--- config.mk ---
export PLATFORM = sky130hd
export DESIGN_NAME = char_lcd_bus_sequencer_unit
export DESIGN_NICKNAME = d
export VERILOG_FILES = /design/src/rtl/core/cbs_pkg.sv /design/src/rtl/core/cbs_req_decode.sv /design/src/rtl/core/cbs_strobe_gen.sv /design/src/rtl/core/char_lcd_bus_sequencer_unit.sv
export SDC_FILE = /design/constraint.sdc
export NUM_CORES = 1
export LEC_CHECK = 0
export BUFFER_PORTS_ARGS = -buffer_cell sky130_fd_sc_hd__buf_2
export CAP_MARGIN = 30
export CORE_MARGIN = 4
export CORE_UTILIZATION = 50
export DETAILED_ROUTE_END_ITERATION = 8
export PLACE_DENSITY = 0.81
export REMOVE_ABC_BUFFERS = 1
export SYNTH_ARGS = -nofsm -noshare
export SYNTH_HDL_FRONTEND = slang
export SYNTH_SLANG_ARGS = --single-unit
--- constraint.sdc ---
create_clock -name clk -period 3.35 [get_ports clk]
set_input_delay 0.335 -clock clk [delete_from_list [all_inputs] [get_ports clk]]
set_output_delay 0.335 -clock clk [all_outputs]
set_load 0.05 [all_outputs]
--- src/rtl/core/cbs_pkg.sv ---
// Shared types and constants for the character LCD bus sequencer.
`timescale 1ns / 1ps
`default_nettype none

package cbs_pkg;

    // Request modes
    localparam logic [2:0] MODE_INIT       = 3'd0;
    localparam logic [2:0] MODE_COMMAND    = 3'd1;
    localparam logic [2:0] MODE_CHARACTER  = 3'd2;
    localparam logic [2:0] MODE_SET_CURSOR = 3'd3;
    localparam logic [2:0] MODE_SCROLL_L   = 3'd4;
    localparam logic [2:0] MODE_SCROLL_R   = 3'd5;

    // Register indexes on the APB port
    localparam logic [1:0] REG_BUS_8BIT  = 2'd0;
    localparam logic [1:0] REG_ROWS      = 2'd1;
    localparam logic [1:0] REG_CHAR_5X10 = 2'd2;

    // Controller command bytes
    localparam logic [7:0] CMD_FUNC     = 8'h20;
    localparam logic [7:0] FUNC_8BIT    = 8'h10;
    localparam logic [7:0] FUNC_2LINE   = 8'h08;
    localparam logic [7:0] FUNC_5X10    = 8'h04;
    localparam logic [7:0] CMD_DISP_ON  = 8'h0C;
    localparam logic [7:0] CMD_CLEAR    = 8'h01;
    localparam logic [7:0] CMD_ENTRY    = 8'h06;
    localparam logic [7:0] CMD_SHIFT_L  = 8'h18;
    localparam logic [7:0] CMD_SHIFT_R  = 8'h1C;
    localparam logic [7:0] CHAR_NEWLINE = 8'h0A;

    localparam logic [6:0] LINE_OFFSET_INIT = 7'h40;
    localparam logic [6:0] LINE_OFFSET_TOP  = 7'h67;
    localparam logic [6:0] LINE_OFFSET_WRAP = 7'h27;

    // Extra hold times in microseconds
    localparam int WAKE_LONG_US    = 4500;
    localparam int WAKE8_LONG_US   = 4400;
    localparam int WAKE_SHORT_US   = 150;
    localparam int CLEAR_EXTRA_US  = 2000;

    localparam int STEP_W = 4;
    localparam logic [STEP_W-1:0] INIT4_LAST_STEP = 4'd11;
    localparam logic [STEP_W-1:0] INIT8_LAST_STEP = 4'd6;

    typedef struct packed {
        logic [2:0] mode;
        logic [7:0] data_byte;
        logic [5:0] column;
        logic [1:0] row;
    } cbs_in_t;

    typedef struct packed {
        logic        rs;
        logic [7:0]  bus_value;
        logic [15:0] wait_before_us;
        logic [12:0] wait_after_us;
        logic        last;
    } cbs_out_t;

    // Decoded request as held while its strobes go out
    typedef struct packed {
        logic       init;
        logic       bus8;
        logic       rs;
        logic [7:0] cmd_byte;
        logic [7:0] func;
    } cbs_plan_t;

endpackage

`default_nettype wire

--- src/rtl/core/cbs_req_decode.sv ---
// Request decode: turns one input item into a strobe plan and the next line offset.
`timescale 1ns / 1ps
`default_nettype none

module cbs_req_decode
    import cbs_pkg::*;
(
    input  wire cbs_in_t    item,
    input  wire logic       bus_8bit,
    input  wire logic [2:0] rows,
    input  wire logic       char_5x10,
    input  wire logic [6:0] line_offset,
    output cbs_plan_t       plan,
    output logic            plan_valid,
    output logic [6:0]      line_offset_next
);

    logic [7:0] func;
    logic [2:0] max_row;
    logic [1:0] row_clamped;

    always_comb
    begin
        func = CMD_FUNC;
        if (bus_8bit)
            func = func | FUNC_8BIT;
        if (rows != 3'd1)
            func = func | FUNC_2LINE;
        if (char_5x10 && (rows == 3'd1))
            func = func | FUNC_5X10;

        max_row = (rows == 3'd0) ? 3'd0 : rows - 3'd1;
        row_clamped = ({1'b0, item.row} > max_row) ? max_row[1:0] : item.row;
    end

    always_comb
    begin
        plan.init        = 1'b0;
        plan.bus8        = bus_8bit;
        plan.rs          = 1'b0;
        plan.cmd_byte    = item.data_byte;
        plan.func        = func;
        plan_valid       = item.mode inside {[MODE_INIT:MODE_SCROLL_R]};
        line_offset_next = line_offset;
        case (item.mode)
            MODE_INIT:
            begin
                plan.init        = 1'b1;
                line_offset_next = LINE_OFFSET_INIT;
            end
            MODE_COMMAND:
            begin
                plan.cmd_byte = item.data_byte;
            end
            MODE_CHARACTER:
            begin
                if (item.data_byte == CHAR_NEWLINE)
                    plan.cmd_byte = {1'b1, line_offset};
                else
                begin
                    plan.rs       = 1'b1;
                    plan.cmd_byte = item.data_byte;
                end
            end
            MODE_SET_CURSOR:
            begin
                // 0x80 | (column + 0x40*row), low eight bits
                plan.cmd_byte = {1'b1, row_clamped[0], item.column};
            end
            MODE_SCROLL_L:
            begin
                line_offset_next = (line_offset == LINE_OFFSET_TOP) ?
                                   LINE_OFFSET_INIT : line_offset + 7'd1;
                plan.cmd_byte    = CMD_SHIFT_L;
            end
            MODE_SCROLL_R:
            begin
                line_offset_next = (line_offset == 7'd0) ?
                                   LINE_OFFSET_WRAP : line_offset - 7'd1;
                plan.cmd_byte    = CMD_SHIFT_R;
            end
            default:
            begin
                plan_valid = 1'b0;
            end
        endcase
    end

endmodule

`default_nettype wire

--- src/rtl/core/cbs_strobe_gen.sv ---
// Strobe generator: fields of one bus strobe from the held plan and the step count.
`timescale 1ns / 1ps
`default_nettype none

module cbs_strobe_gen
    import cbs_pkg::*;
#(
    parameter int SETTLE_US   = 60,
    parameter int POWER_UP_US = 50000
)
(
    input  wire cbs_plan_t          plan,
    input  wire logic [STEP_W-1:0]  step,
    output cbs_out_t                strobe
);

    localparam int PW_SAT = (POWER_UP_US > 65535) ? 65535 : POWER_UP_US;
    localparam logic [15:0] PW_US       = 16'(PW_SAT);
    localparam logic [12:0] WA_SETTLE   = 13'(SETTLE_US);
    localparam logic [12:0] WA_LONG     = 13'(SETTLE_US + WAKE_LONG_US);
    localparam logic [12:0] WA_LONG8    = 13'(SETTLE_US + WAKE8_LONG_US);
    localparam logic [12:0] WA_SHORT    = 13'(SETTLE_US + WAKE_SHORT_US);
    localparam logic [12:0] WA_CLEAR    = 13'(SETTLE_US + CLEAR_EXTRA_US);

    logic [STEP_W-1:0] tail_step;
    logic [7:0]        tail_byte;

    always_comb
    begin
        // 4-bit init: byte index of the common tail, two nibbles per byte
        tail_step = step - 4'd4;
        case (tail_step[2:1])
            2'd0:    tail_byte = plan.func;
            2'd1:    tail_byte = CMD_DISP_ON;
            2'd2:    tail_byte = CMD_CLEAR;
            default: tail_byte = CMD_ENTRY;
        endcase

        strobe.rs             = 1'b0;
        strobe.bus_value      = 8'd0;
        strobe.wait_before_us = 16'd0;
        strobe.wait_after_us  = WA_SETTLE;
        strobe.last           = 1'b0;

        if (!plan.init)
        begin
            strobe.rs = plan.rs;
            if (plan.bus8)
            begin
                strobe.bus_value = plan.cmd_byte;
                strobe.last      = 1'b1;
            end
            else if (step == 4'd0)
                strobe.bus_value = {4'd0, plan.cmd_byte[7:4]};
            else
            begin
                strobe.bus_value = {4'd0, plan.cmd_byte[3:0]};
                strobe.last      = 1'b1;
            end
        end
        else if (plan.bus8)
        begin
            strobe.last = (step == INIT8_LAST_STEP);
            case (step)
                4'd0:
                begin
                    strobe.bus_value      = plan.func;
                    strobe.wait_before_us = PW_US;
                    strobe.wait_after_us  = WA_LONG8;
                end
                4'd1:
                begin
                    strobe.bus_value     = plan.func;
                    strobe.wait_after_us = WA_SHORT;
                end
                4'd2, 4'd3: strobe.bus_value = plan.func;
                4'd4:       strobe.bus_value = CMD_DISP_ON;
                4'd5:
                begin
                    strobe.bus_value     = CMD_CLEAR;
                    strobe.wait_after_us = WA_CLEAR;
                end
                default:    strobe.bus_value = CMD_ENTRY;
            endcase
        end
        else
        begin
            strobe.last = (step == INIT4_LAST_STEP);
            case (step)
                4'd0:
                begin
                    strobe.bus_value      = 8'h03;
                    strobe.wait_before_us = PW_US;
                    strobe.wait_after_us  = WA_LONG;
                end
                4'd1:
                begin
                    strobe.bus_value     = 8'h03;
                    strobe.wait_after_us = WA_LONG;
                end
                4'd2:
                begin
                    strobe.bus_value     = 8'h03;
                    strobe.wait_after_us = WA_SHORT;
                end
                4'd3:    strobe.bus_value = 8'h02;
                default:
                begin
                    if (!tail_step[0])
                        strobe.bus_value = {4'd0, tail_byte[7:4]};
                    else
                    begin
                        strobe.bus_value = {4'd0, tail_byte[3:0]};
                        if (tail_byte == CMD_CLEAR)
                            strobe.wait_after_us = WA_CLEAR;
                    end
                end
            endcase
        end
    end

endmodule

`default_nettype wire

--- src/rtl/core/char_lcd_bus_sequencer_unit.sv ---
// Top level of the character LCD bus sequencer: registers, handshakes and APB port.
//
// Usage:
//   in_valid/in_ready/in_item carry requests (init, command, character, set
//   cursor, scroll left, scroll right). Each request expands into one or more
//   bus strobes on out_valid/out_ready/out_item, one strobe per item, with
//   last marking the final strobe of a request. Modes 6 and 7 are taken and
//   produce nothing.
//   After a request is accepted it is held as the active plan, and its first
//   strobe is then loaded into the output register. One strobe leaves per
//   cycle while the receiver keeps up. A request has 1 or 2 strobes as a
//   byte request, 7 (8-bit) or 12 (4-bit) as init. The next request is taken
//   in the cycle its predecessor's final strobe is issued.
//   A stalled receiver holds the output register; the sequencer then holds
//   its step and in_ready drops once a request is waiting behind it.
//   Reset clears all valids, loads the reset configuration (4-bit bus, two
//   rows, 5x8 font) and sets the line offset to 0x40. Configuration must be
//   written over APB while no request is in flight; this is not enforced.
`timescale 1ns / 1ps
`default_nettype none

module char_lcd_bus_sequencer_unit
    import cbs_pkg::*;
#(
    parameter int SETTLE_US   = 60,
    parameter int POWER_UP_US = 50000
)
(
    input  wire logic        clk,
    input  wire logic        rst_n,

    input  wire logic        in_valid,
    output logic             in_ready,
    input  wire cbs_in_t     in_item,

    output logic             out_valid,
    input  wire logic        out_ready,
    output cbs_out_t         out_item,

    input  wire logic        psel,
    input  wire logic        penable,
    input  wire logic        pwrite,
    input  wire logic [3:0]  paddr,
    input  wire logic [31:0] pwdata,
    output logic [31:0]      prdata,
    output logic             pready
);

    logic              bus_8bit_reg;
    logic [2:0]        rows_reg;
    logic              char_5x10_reg;
    logic [6:0]        line_offset_reg;
    logic [6:0]        line_offset_next;

    logic              act_valid_reg;
    cbs_plan_t         act_reg;
    logic [STEP_W-1:0] step_reg;

    logic              out_valid_reg;
    cbs_out_t          out_reg;

    cbs_plan_t         plan;
    logic              plan_valid;
    cbs_out_t          strobe;
    logic              emit;
    logic              in_fire;
    logic              cfg_write;
    logic [1:0]        reg_index;

    assign reg_index = paddr[3:2];
    assign cfg_write = psel && penable && pwrite && pready;
    assign pready    = 1'b1;

    always_comb
    begin
        case (reg_index)
            REG_BUS_8BIT:  prdata = {31'd0, bus_8bit_reg};
            REG_ROWS:      prdata = {29'd0, rows_reg};
            REG_CHAR_5X10: prdata = {31'd0, char_5x10_reg};
            default:       prdata = 32'd0;
        endcase
    end

    always_ff @(posedge clk or negedge rst_n)
    begin
        if (!rst_n)
        begin
            bus_8bit_reg  <= 1'b0;
            rows_reg      <= 3'd2;
            char_5x10_reg <= 1'b0;
        end
        else if (cfg_write)
        begin
            case (reg_index)
                REG_BUS_8BIT:  bus_8bit_reg  <= pwdata[0];
                REG_ROWS:      rows_reg      <= pwdata[2:0];
                REG_CHAR_5X10: char_5x10_reg <= pwdata[0];
                default:       ;
            endcase
        end
    end

    cbs_req_decode u_decode (
        .item             (in_item),
        .bus_8bit         (bus_8bit_reg),
        .rows             (rows_reg),
        .char_5x10        (char_5x10_reg),
        .line_offset      (line_offset_reg),
        .plan             (plan),
        .plan_valid       (plan_valid),
        .line_offset_next (line_offset_next)
    );

    cbs_strobe_gen #(
        .SETTLE_US   (SETTLE_US),
        .POWER_UP_US (POWER_UP_US)
    ) u_strobe (
        .plan   (act_reg),
        .step   (step_reg),
        .strobe (strobe)
    );

    assign emit     = act_valid_reg && (!out_valid_reg || out_ready);
    assign in_ready = !act_valid_reg || (emit && strobe.last);
    assign in_fire  = in_valid && in_ready;

    always_ff @(posedge clk or negedge rst_n)
    begin
        if (!rst_n)
        begin
            line_offset_reg <= LINE_OFFSET_INIT;
            act_valid_reg   <= 1'b0;
            step_reg        <= '0;
            out_valid_reg   <= 1'b0;
        end
        else
        begin
            if (in_fire)
                line_offset_reg <= line_offset_next;

            if (in_fire)
            begin
                act_valid_reg <= plan_valid;
                step_reg      <= '0;
            end
            else if (emit)
            begin
                if (strobe.last)
                    act_valid_reg <= 1'b0;
                step_reg <= step_reg + 4'd1;
            end

            if (emit)
                out_valid_reg <= 1'b1;
            else if (out_ready)
                out_valid_reg <= 1'b0;
        end
    end

    always_ff @(posedge clk)
    begin
        if (in_fire)
            act_reg <= plan;
        if (emit)
            out_reg <= strobe;
    end

    assign out_valid = out_valid_reg;
    assign out_item  = out_reg;

    // A byte request on the 8-bit bus is a single strobe
    a_byte8_single: assert property (@(posedge clk) disable iff (!rst_n)
        (act_valid_reg && !act_reg.init && act_reg.bus8) |-> (step_reg == '0))
        else $error("8-bit byte request past its first strobe");

    a_step_range: assert property (@(posedge clk) disable iff (!rst_n)
        act_valid_reg |-> (step_reg <= INIT4_LAST_STEP))
        else $error("strobe step beyond longest sequence");

    a_done_clears: assert property (@(posedge clk) disable iff (!rst_n)
        (emit && strobe.last && !in_fire) |=> !act_valid_reg)
        else $error("request still active after its final strobe");

    a_power_wait: assert property (@(posedge clk) disable iff (!rst_n)
        (emit && !(act_reg.init && (step_reg == '0))) |-> (strobe.wait_before_us == 16'd0))
        else $error("power-up wait outside the first init strobe");

    a_stall_hold: assert property (@(posedge clk) disable iff (!rst_n)
        (act_valid_reg && out_valid_reg && !out_ready) |=> $stable(step_reg))
        else $error("step advanced while output stalled");

endmodule

`default_nettype wire
# Word-level counts from Yosys, hierarchy flattened
# Cells that the tools add are included.
[word_totals] regBits=74 elab_cells=113
[classes] add_sub_neg=5 n_eq_ne=21 n_mux=36 reduce_logical=30 magnitude_cmp=3
[op_table] cell="$pmux W13 S3" n=2
[op_table] cell="$mux W38" n=1
[op_table] cell="$pmux W6 S3" n=2
[op_table] cell="$pmux W8 S4" n=1
[op_table] cell="$mux W12" n=2
[op_table] cell="$mux W8" n=3
[op_table] cell="$pmux W7 S3" n=1
[op_table] cell="$mux W4" n=5
[op_table] cell="$mux W16" n=1
[op_table] cell="$pmux W8 S2" n=1
[op_table] cell="$mux W7" n=2
[op_table] cell="$eq A4 B3 Y1 const B" n=3
[op_table] cell="$mux W1" n=12
[op_table] cell="$reduce_and A2 Y1" n=5
[op_table] cell="$pmux W3 S3" n=1
[op_table] cell="$eq A4 B2 Y1 const B" n=2
[op_table] cell="$eq A8 B1 Y1 const B" n=1
[op_table] cell="$eq A8 B4 Y1 const B" n=1
[op_table] cell="$add A7 B1 Y7 const B" n=1
[op_table] cell="$eq A7 B7 Y1 const B" n=1
[op_table] cell="$logic_and A1 B1 Y1" n=7
[op_table] cell="$logic_not A7 Y1" n=1
[op_table] cell="$sub A7 B1 Y7 const B" n=1
[op_table] cell="$eq A3 B1 Y1 const B" n=2
[op_table] cell="other kinds (26)" n=36

# Longest topological paths before layout
# Gate-level depths: netlist of run 1.
[logic_depth] word_depth=14 depth_mapped=10

# By module
# Synthesis of run 1 repeated with hierarchy kept, for this count alone.
[hier_totals] cells_unflattened=419 area_unflattened_um2=4588.2
[modules_own_cells] module="char_lcd_bus_sequencer_unit" cells_each=156 instances=1 area_per_inst_um2=2827.7 seq_area_each_um2=2194.6
[modules_own_cells] module="cbs_req_decode" cells_each=135 instances=1 area_per_inst_um2=922.1 seq_area_each_um2=0.0
[modules_own_cells] module="cbs_strobe_gen" cells_each=128 instances=1 area_per_inst_um2=838.3 seq_area_each_um2=0.0

# Worst setup path before layout of run 1
# Ideal clock, no wire load.
[synth_timing] path_kind="register to register" startpoint="reg step_reg[1]" endpoint="reg act_reg[10] in the netlist's numbering (enable)" arrival_time_ns=1.981 path_slack_ns=0.997 required_ns=2.977 period_less_slack_ns=2.353 path_stages_with_launch=7 path_cell_list="dfrtp_1 > clkbuf_1 > inv_1 > ha_1 > nor4b_4 > o31a_4 > a21oi_4"
[synth_between] elab_chain_len=7
[synth_rtl] item="start: declaration" line_no="char_lcd_bus_sequencer_unit.sv:57" rtl="logic [STEP_W-1:0] step_reg;"
[synth_rtl] item="start signal: assignment" line_no="char_lcd_bus_sequencer_unit.sv:150" rtl="step_reg <= step_reg + 4'd1;"
[synth_rtl] item="$logic_not A4 Y1" line_no="cbs_strobe_gen.sv:53" rtl="else if (step == 4'd0)"
[synth_rtl] item="$mux W1" line_no="cbs_strobe_gen.sv:53"
[synth_rtl] item="$mux W1" line_no="cbs_strobe_gen.sv:48" rtl="if (plan.bus8)"
[synth_rtl] item="$mux W1 (*)" line_no="cbs_strobe_gen.sv:45" rtl="if (!plan.init)"
[synth_rtl] item="$logic_and A1 B1 Y1 (*)" line_no="char_lcd_bus_sequencer_unit.sv:124" rtl="assign in_ready = !act_valid_reg || (emit && strobe.last);"
[synth_rtl] item="$logic_or A1 B1 Y1 (*)" line_no="char_lcd_bus_sequencer_unit.sv:124"
[synth_rtl] item="$logic_and A1 B1 Y1 (*)" line_no="char_lcd_bus_sequencer_unit.sv:125" rtl="assign in_fire = in_valid && in_ready;"
[synth_rtl] item="via in_fire" line_no="char_lcd_bus_sequencer_unit.sv:66" rtl="logic in_fire;"
[synth_rtl] item="end signal: assignment" line_no="char_lcd_bus_sequencer_unit.sv:163" rtl="act_reg <= plan;"
[synth_rtl] item="end: declaration" line_no="char_lcd_bus_sequencer_unit.sv:56" rtl="cbs_plan_t act_reg;"
# The timed path passes the listed nets; every way through them passes the cells marked *.
# A chain may end at the register's enable or synchronous reset.

# Worst setup path after layout of run 1
[layout_timing] startpoint="reg step_reg[1]" endpoint="out in_ready"
[layout_between] elab_chain_len=6
[layout_rtl] item="$logic_not A4 Y1" line_no="cbs_strobe_gen.sv:53"
[layout_rtl] item="$mux W1" line_no="cbs_strobe_gen.sv:53"
[layout_rtl] item="$mux W1" line_no="cbs_strobe_gen.sv:48"
[layout_rtl] item="$mux W1 (*)" line_no="cbs_strobe_gen.sv:45"
[layout_rtl] item="$logic_and A1 B1 Y1 (*)" line_no="char_lcd_bus_sequencer_unit.sv:124"
[layout_rtl] item="$logic_or A1 B1 Y1 (*)" line_no="char_lcd_bus_sequencer_unit.sv:124"
[layout_rtl] item="end: declaration" line_no="char_lcd_bus_sequencer_unit.sv:33" rtl="output logic in_ready,"
# Mark *: on every way between the ends. The rest lies on a longest branch, timed or not.

==> results of run 1 <==
-- cells in the final DEF, fill, tap and decap left out, types with 5 or more instances in the layout --
cell type                   n
sky130_fd_sc_hd__nor3_1     8
sky130_fd_sc_hd__xnor2_1    7
sky130_fd_sc_hd__clkbuf_8   5
sky130_fd_sc_hd__nand2_1   26
sky130_fd_sc_hd__nand3_1    9
sky130_fd_sc_hd__o21ai_0   16
sky130_fd_sc_hd__conb_1    43
sky130_fd_sc_hd__edfxtp_1  32
sky130_fd_sc_hd__nor2b_1    7
sky130_fd_sc_hd__buf_2     61
sky130_fd_sc_hd__o21ai_1    6
sky130_fd_sc_hd__nand2b_1   6
sky130_fd_sc_hd__a21oi_1   25
sky130_fd_sc_hd__ha_1      13
sky130_fd_sc_hd__inv_1     16
sky130_fd_sc_hd__nor2_1    31
sky130_fd_sc_hd__dfrtp_1   16
-- per-layer routing --
metal	wire length [µm]	share of wire [%]	GRT usage (%)
met1	2960	43	20.5
met2	3520	51	28.5
met3	418	6.0	3.20
met4	53	0.76	3.34
met5	0	0	0
-- power by group through the flow --
stage	Sequential (W)	Clock (W)	Combinational, W
after global placement	0.00106	0	0.00149
final	0.00106	0.000354	0.00154
after CTS	0.00106	0.000367	0.00154
after floorplan	0.00140	0	0.000863
after detailed placement	0.00107	0	0.00153
after global routing	0.00109	0.000386	0.00166
-- final cells by class --
cell class                 count  area, µm²
clock inverter                 3       21.3
tap                           96        120
sequential                    50       1410
fill                         637       3090
multi-input combinational    273       1730
timing repair buffer          63        323
clock buffer                   5       68.8
inverter                      17       63.8
-- worst min-delay path: stages --
cell,delay [ps]
sky130_fd_sc_hd__buf_2,70
sky130_fd_sc_hd__nand2_1,30
sky130_fd_sc_hd__o21ai_0,60
-- path summary, 6_finish.rpt --
check / end / slack [ps] / cells after the start
worst min register to register: act_reg[4] / 490 / 0
max in group asynchronous: rows_reg[1] / 2520 / 2
min in group asynchronous: line_offset_reg[1] / 490 / 2
worst min-delay path: rows_reg[2] / 240 / 3
worst max register to register: line_offset_reg[2] / 790 / 7
worst max-delay path: in_ready / 600 / 6
-- kinds of logic (layout without fill, tap and decap cells) --
group	count (synthesis)	count (layout)	synth area share, %
and+or+nand+nor	114	114	17.7
AOI/OAI and AO/OA	84	84	17.0
buffers and inverters	83	88	15.2
DFF	50	50	40.1
adders and majority gates	13	13	4.61
xor gates and xnor gates	11	11	2.73
muxes	8	8	2.45
other	2	43	0.213
-- stage by stage --
| stage | utilization, % | std cells | setup slack [ps] |
|---|---|---|---|
| final | 54.8 | 507 | 601 |
| after global routing | 54.8 | 507 | 424 |
| after CTS | 54.8 | 507 | 592 |
| after detailed placement | 53.3 | 498 | 820 |
| after global placement | 53.3 | 498 | 876 |
| after floorplan | - | 340 | 900 |
-- timing repair --
| item | CTS | global route |
|---|---|---|
| hold endpoints to repair | 16 | 0 |
| gates resized for setup | 0 | 0 |
| hold buffers | 1 | 0 |
| endpoints found under the setup margin | 0 | 0 |
==> impl_results.md, run 1 <==
* Result of the run: finished, final reports clean
* Most frequent cell after synthesis: sky130_fd_sc_hd__buf_4
* Path type of the worst setup path: reg -> out
* Most used DFF post-synth: sky130_fd_sc_hd__edfxtp_1
* Headroom to the max-slew limit at 55.0%
* Average instance area after synthesis at 9.67 µm²
* Max Cap Viol at 0
* Net switching power at 0.00145 W
* Wire length of the first global-routing pass at 11200 µm
* Number of buffers added on ports at 61
* Top cell family by delay on the critical path: simple AND/OR/NAND/NOR gates
* Max incr delay on CP at 520 ps
* Hold Path Origin: pwdata[2]
* Worst slew pin tran at around 670 ps
* Total power per unit cell area at 788 mW/mm²
* Number of buffer and inverter stages on the critical path at 2
* Register clock-pin slew on the reported worst setup and hold paths at 90 ps
* Largest driver fanout on the critical path at 10
* Min cycle time layout at 2750 ps
* Number of global-route vias before repair at 2441
* Max VDD drop at approximately 0.00033 V
* Share of post-route cells with drive strength above 1 at 22.6%
* Clock insertion delay at the later pin of the skew report at between 300 and 400 ps
* Cell Chain, Critical Path: inv_1, ha_1, nor4b_4, o31a_4, nand2_1, buf_2
* Total negative slack for setup checks at 0 ps
* Number of enable flip-flop cells after synthesis at 32
* Router iterations before antenna repair at 4
* Top-level port count at about 140
* Achievable frequency at ~0.36 GHz
* Cell row count at 30
* Worst clock skew at about 11 ps
* Cts bufs inserted at 5
* Most area-consuming cells after synthesis: sky130_fd_sc_hd__edfxtp_1 27%, sky130_fd_sc_hd__dfrtp_1 11%, sky130_fd_sc_hd__buf_4 11%
* Final antenna diode count at 0
* Final weighted congestion of routability-driven global placement at 0.875
* Most numerous cell types in the synthesized netlist: 51 x sky130_fd_sc_hd__buf_4, 32 x sky130_fd_sc_hd__edfxtp_1, 31 x sky130_fd_sc_hd__nor2_1, 26 x sky130_fd_sc_hd__nand2_1, 25 x sky130_fd_sc_hd__a21oi_1
* Die width at 92.0 µm
* Hold Violations, Final at 0
* Final standard cell area without fillers at 0.00374 mm²
* Startpoint types: register
* Count of clock tree sinks at 50
* CTS Buffer Depth at 2
* Total wire length at approximately 7000 µm
* Post-synthesis to final-layout area growth at 6.03%
* Total global routing track utilization at 16.1%
* H-tree level count at 2
* Worst setup path startpoint: step_reg[1]
* Required time at the endpoint of the critical path at 3010 ps
* Area share of the leading cell type in the synthesized netlist at a little over a quarter
* Asr flop ratio synth at between 30% and 40%
* Tot Pwr at 0.00295 W
* Internal power contribution at 0.00150 W
* Cell type of the slowest stage on the worst timing path: sky130_fd_sc_hd__dfrtp_1
* Cell at the root of the clock tree: sky130_fd_sc_hd__clkbuf_8
* Post-synthesis sequential area ratio at 40.1%
* Residual DRC at 0
* Proportion of power drawn by the clock network at a little under an eighth
* Starting density of the core at 51.7%
* Data arrival at the endpoint of the critical path at 2410 ps
* Final critical-path share of the clock period at ~82%
* Clock tree from TritonCTS: done
* Half-perimeter wire length after detailed placement at roughly 5400 µm
* Core area at 0.00683 mm²
* Initial antenna violation count at 0
* Dpl cell area at 0.00364 mm²
* Share of total power consumed by net switching at between 40 and 50%
* Area of the mapped netlist at 0.00353 mm²
* Max FFs per register at 19
* Global route overflow at 0
* Setup repair after global routing missed its margin: no
* Post-route ant nets at 0
* # Post-CTS Setup Buffers at 0
* Final Max Tran Viols at 0
* Routed via count at roughly 2600
* Number of DRC violations after detailed-routing iteration 0 at 110
* Flip-flop and latch count after synthesis at 50
* Leading area contributor after synthesis: sky130_fd_sc_hd__edfxtp_1
* Worst setup EP type: primary output
* Reg-to-reg critical path startpoint: step_reg[1]
* Proportion of power drawn by flip-flops and latches at between 30% and 40%
* Standby leakage power at 1.59 nW
* Full die area at between 0.008 and 0.009 mm²
* Number of nets in the final layout at a little under 500
* Routed wire length per instance at about 14 µm
* Comb pwr share at a little over half
* Count of yosys warnings during synthesis at 0
* Vias per Instance at 5.15
* Pin count of the biggest net entering global routing at 25
* Number of standard cells after synthesis at 365
* Worst hold slack after final layout at 237 ps
* Total of endpoints with negative setup slack in the final report at 0
* Y dimension of the die at 92.0 µm
* Tightest Hold Check Type: in -> reg
* Post-synth cell types at 64
No activity file was read; power rests on OpenSTA's default activity.
==> run 2: changes to the inputs <==
==> constraint.sdc (replaced) <==
create_clock -name clk -period 2.9 [get_ports clk]
set_input_delay 0.29 -clock clk [delete_from_list [all_inputs] [get_ports clk]]
set_output_delay 0.29 -clock clk [all_outputs]
set_load 0.05 [all_outputs]
==> impl_results.md, run 2 (synthesis results as in run 1) <==
* Clock insertion delay at the later pin of the skew report at 310 ps
* Cell total after placement at approximately 500
* Endpoint, Worst Hold: rows_reg[2]
* Total wire length at around 6900 µm
* CTS Buffer Depth at 2
* Number of standard cells in the layout, taps in and fillers out at 508
* Reg-to-reg critical path startpoint: step_reg[1]
* Total of endpoints with negative setup slack in the final report at 0
* Half-perimeter wire length after detailed placement at 5400 µm
* Count of clock tree sinks at 50
* Register clock-pin slew on the reported worst setup and hold paths at 90 ps
* Proportion of power drawn by flip-flops and latches at 34.6%
* Max FFs per register at 19
* Clock tree from TritonCTS: done
* Total global routing track utilization at 16.0%
* Share of total power consumed by net switching at 47.8%
* Standby leakage power at 1.61 nW
* Core area at 0.00683 mm²
* Hold Violations, Final at 0
* Final critical-path share of the clock period at 93.4%
* Headroom to the max-slew limit at 62.9%
* Result of the run: finished, final reports clean
* Starting density of the core at 51.7%
* Final antenna diode count at 0
* Hold Path Origin: pwdata[2]
* Total power per unit cell area at between 900 and 1000 mW/mm²
* Tightest Hold Check Type: in -> reg
* Cell row count at 30
* H-tree level count at 2
* Cell at the root of the clock tree: sky130_fd_sc_hd__clkbuf_8
* Worst setup EP type: primary output
* Detailed-routed wire length on met2 at between 3000 and 4000 µm
* Wire length of the first global-routing pass at 11100 µm
* Total negative slack for setup checks at 0 ps
* Achievable frequency at between 0.3 and 0.4 GHz
* Residual DRC at 0
* # Post-CTS Setup Buffers at 0
* Setup slack, reg-to-reg at around 430 ps
* Final weighted congestion of routability-driven global placement at 0.874
* DRT met1 WL at 2820 µm
* Final Max Tran Viols at 0
* Number of cells on the worst hold path at 3
* Net switching power at 0.00169 W
* Comb pwr share at 50.9%
* Max VDD drop at 0.000492 V
* Routed wire length per instance at approximately 14 µm
* Startpoint types: register
* Max Cap Viol at 0
* Share of post-route cells with drive strength above 1 at 23.1%
* Worst slew pin tran at 549 ps
* Number of buffers added on ports at 61
* Number of fill cells in the layout at between 600 and 700
* Internal power contribution at 0.00184 W
* Worst clock skew at between 5 and 6 ps
* Worst R2R End: out_item[31]
* Vias per Instance at 5.15
* Number of global-route vias before repair at 2391
* Initial antenna violation count at 0
* Max incr delay on CP at about 520 ps
* Largest driver fanout on the critical path at 10
* Die width at 92.0 µm
* Cts bufs inserted at 5
* Met3 wire len at 450 µm
* Data arrival at the endpoint of the critical path at about 2400 ps
* Routed via count at 2618
* Top Metal Used: met4
* Number of DRC violations after detailed-routing iteration 0 at roughly 170
* Router iterations before antenna repair at 4
* Required time at the endpoint of the critical path at 2610 ps
* Most frequent standard cell in the layout excluding fill and tap cells: sky130_fd_sc_hd__buf_2
* Setup repair after global routing missed its margin: no
* Number of nets in the final layout at 486
* Proportion of power drawn by the clock network at 14.5%
* Global route overflow at 0
* Path type of the worst setup path: reg -> out
* Most used cells in the layout excluding fill and tap cells: 61 x sky130_fd_sc_hd__buf_2, 43 x sky130_fd_sc_hd__conb_1, 32 x sky130_fd_sc_hd__edfxtp_1
* Y dimension of the die at 92.0 µm
* Min cycle time layout at 2710 ps
* Full die area at 0.00847 mm²
* Cell Chain, Critical Path: inv_1, ha_1, nor4b_4, o31a_4, nand2_1, buf_2
* Depth of the worst register-to-register path at 7
* Top-level port count at 136
* Cell type of the slowest stage on the worst timing path: sky130_fd_sc_hd__dfrtp_1
* Post-synthesis to final-layout area growth at 7.34%
* Pin count of the biggest net entering global routing at 25
* Post-route ant nets at 0
## run 2: changes by cell type in the layout (fill, tap and decap cells not counted)
| cell | previous run | this run |
|---|---|---|
| sky130_fd_sc_hd__bufinv_16 | 0 | 1 |
| sky130_fd_sc_hd__clkinv_1 | 1 | 0 |
| sky130_fd_sc_hd__inv_6 | 0 | 2 |
| sky130_fd_sc_hd__clkinv_4 | 2 | 0 |
| sky130_fd_sc_hd__buf_12 | 0 | 1 |
## run 2: final cells by class
cell class	count	area, µm²	share of cell area (%)
Clock buffer	5	68.8	1.82
Clock inverter	3	47.5	1.25
Inverter	17	63.8	1.68
Multi-Input combinational cell	273	1730	45.7
Sequential cell	50	1410	37.3
Tap cell	96	120	3.17
Timing Repair Buffer	64	343	9.05
## run 2: timing repair
action,in CTS,in global routing
endpoints found under the hold margin,16,0
setup endpoints to repair,0,0
hold buffers,1,0
gates resized for setup,0,0
## run 2: worst max path at each step
stage | start | to | slack, ps | cells after the start
finish | step_reg[1] | in_ready | 190 | 6
global route | step_reg[1] | in_ready | 50 | 6
CTS | step_reg[1] | in_ready | 190 | 6
detailed placement | step_reg[1] | out_item[31] | 470 | 7
global placement | step_reg[1] | out_item[31] | 500 | 7
floorplan | out_item[28] | out_item[18] | 490 | 0
## run 2: layer usage
layer,up-vias,global-route usage [%]
li1,1286,-
met1,1232,19.2
met2,92,28.5
met3,8,4.18
met4,0,4.21
met5,-,0
## run 2: worst max-delay path, delay by kind of cell, from the launching register on
kind                       cells  cell delay, ps
DFF                            1             520
buffers and inverters          2             410
and+or+nand+nor                2             610
AOI/OAI and AO/OA              1             250
adders and majority gates      1             320
## run 2: power by group through the flow
stage	logic, W	clock network [W]	registers (W)
finish	0.00179	0.000511	0.00122
global route	0.00192	0.000549	0.00126
CTS	0.00179	0.000527	0.00122
detailed placement	0.00178	0	0.00124
global placement	0.00174	0	0.00122
floorplan	0.000997	0	0.00162
## run 2: metrics by stage
stage / hold slack, ps / utilization, % / total power, W / cell area [µm²] / setup WS (ps)
4_1_cts: 173 / 55.5 / 0.00354 / 3790 / 192
6_report: 179 / 55.5 / 0.00352 / 3790 / 191
3_5_place_dp: 249 / 53.6 / 0.00302 / 3660 / 469
5_1_grt: 220 / 55.5 / 0.00373 / 3790 / 51.1
2_1_floorplan: -5.59 / - / 0.00262 / 3210 / 495
3_3_place_gp: 246 / 53.6 / 0.00296 / 3660 / 498
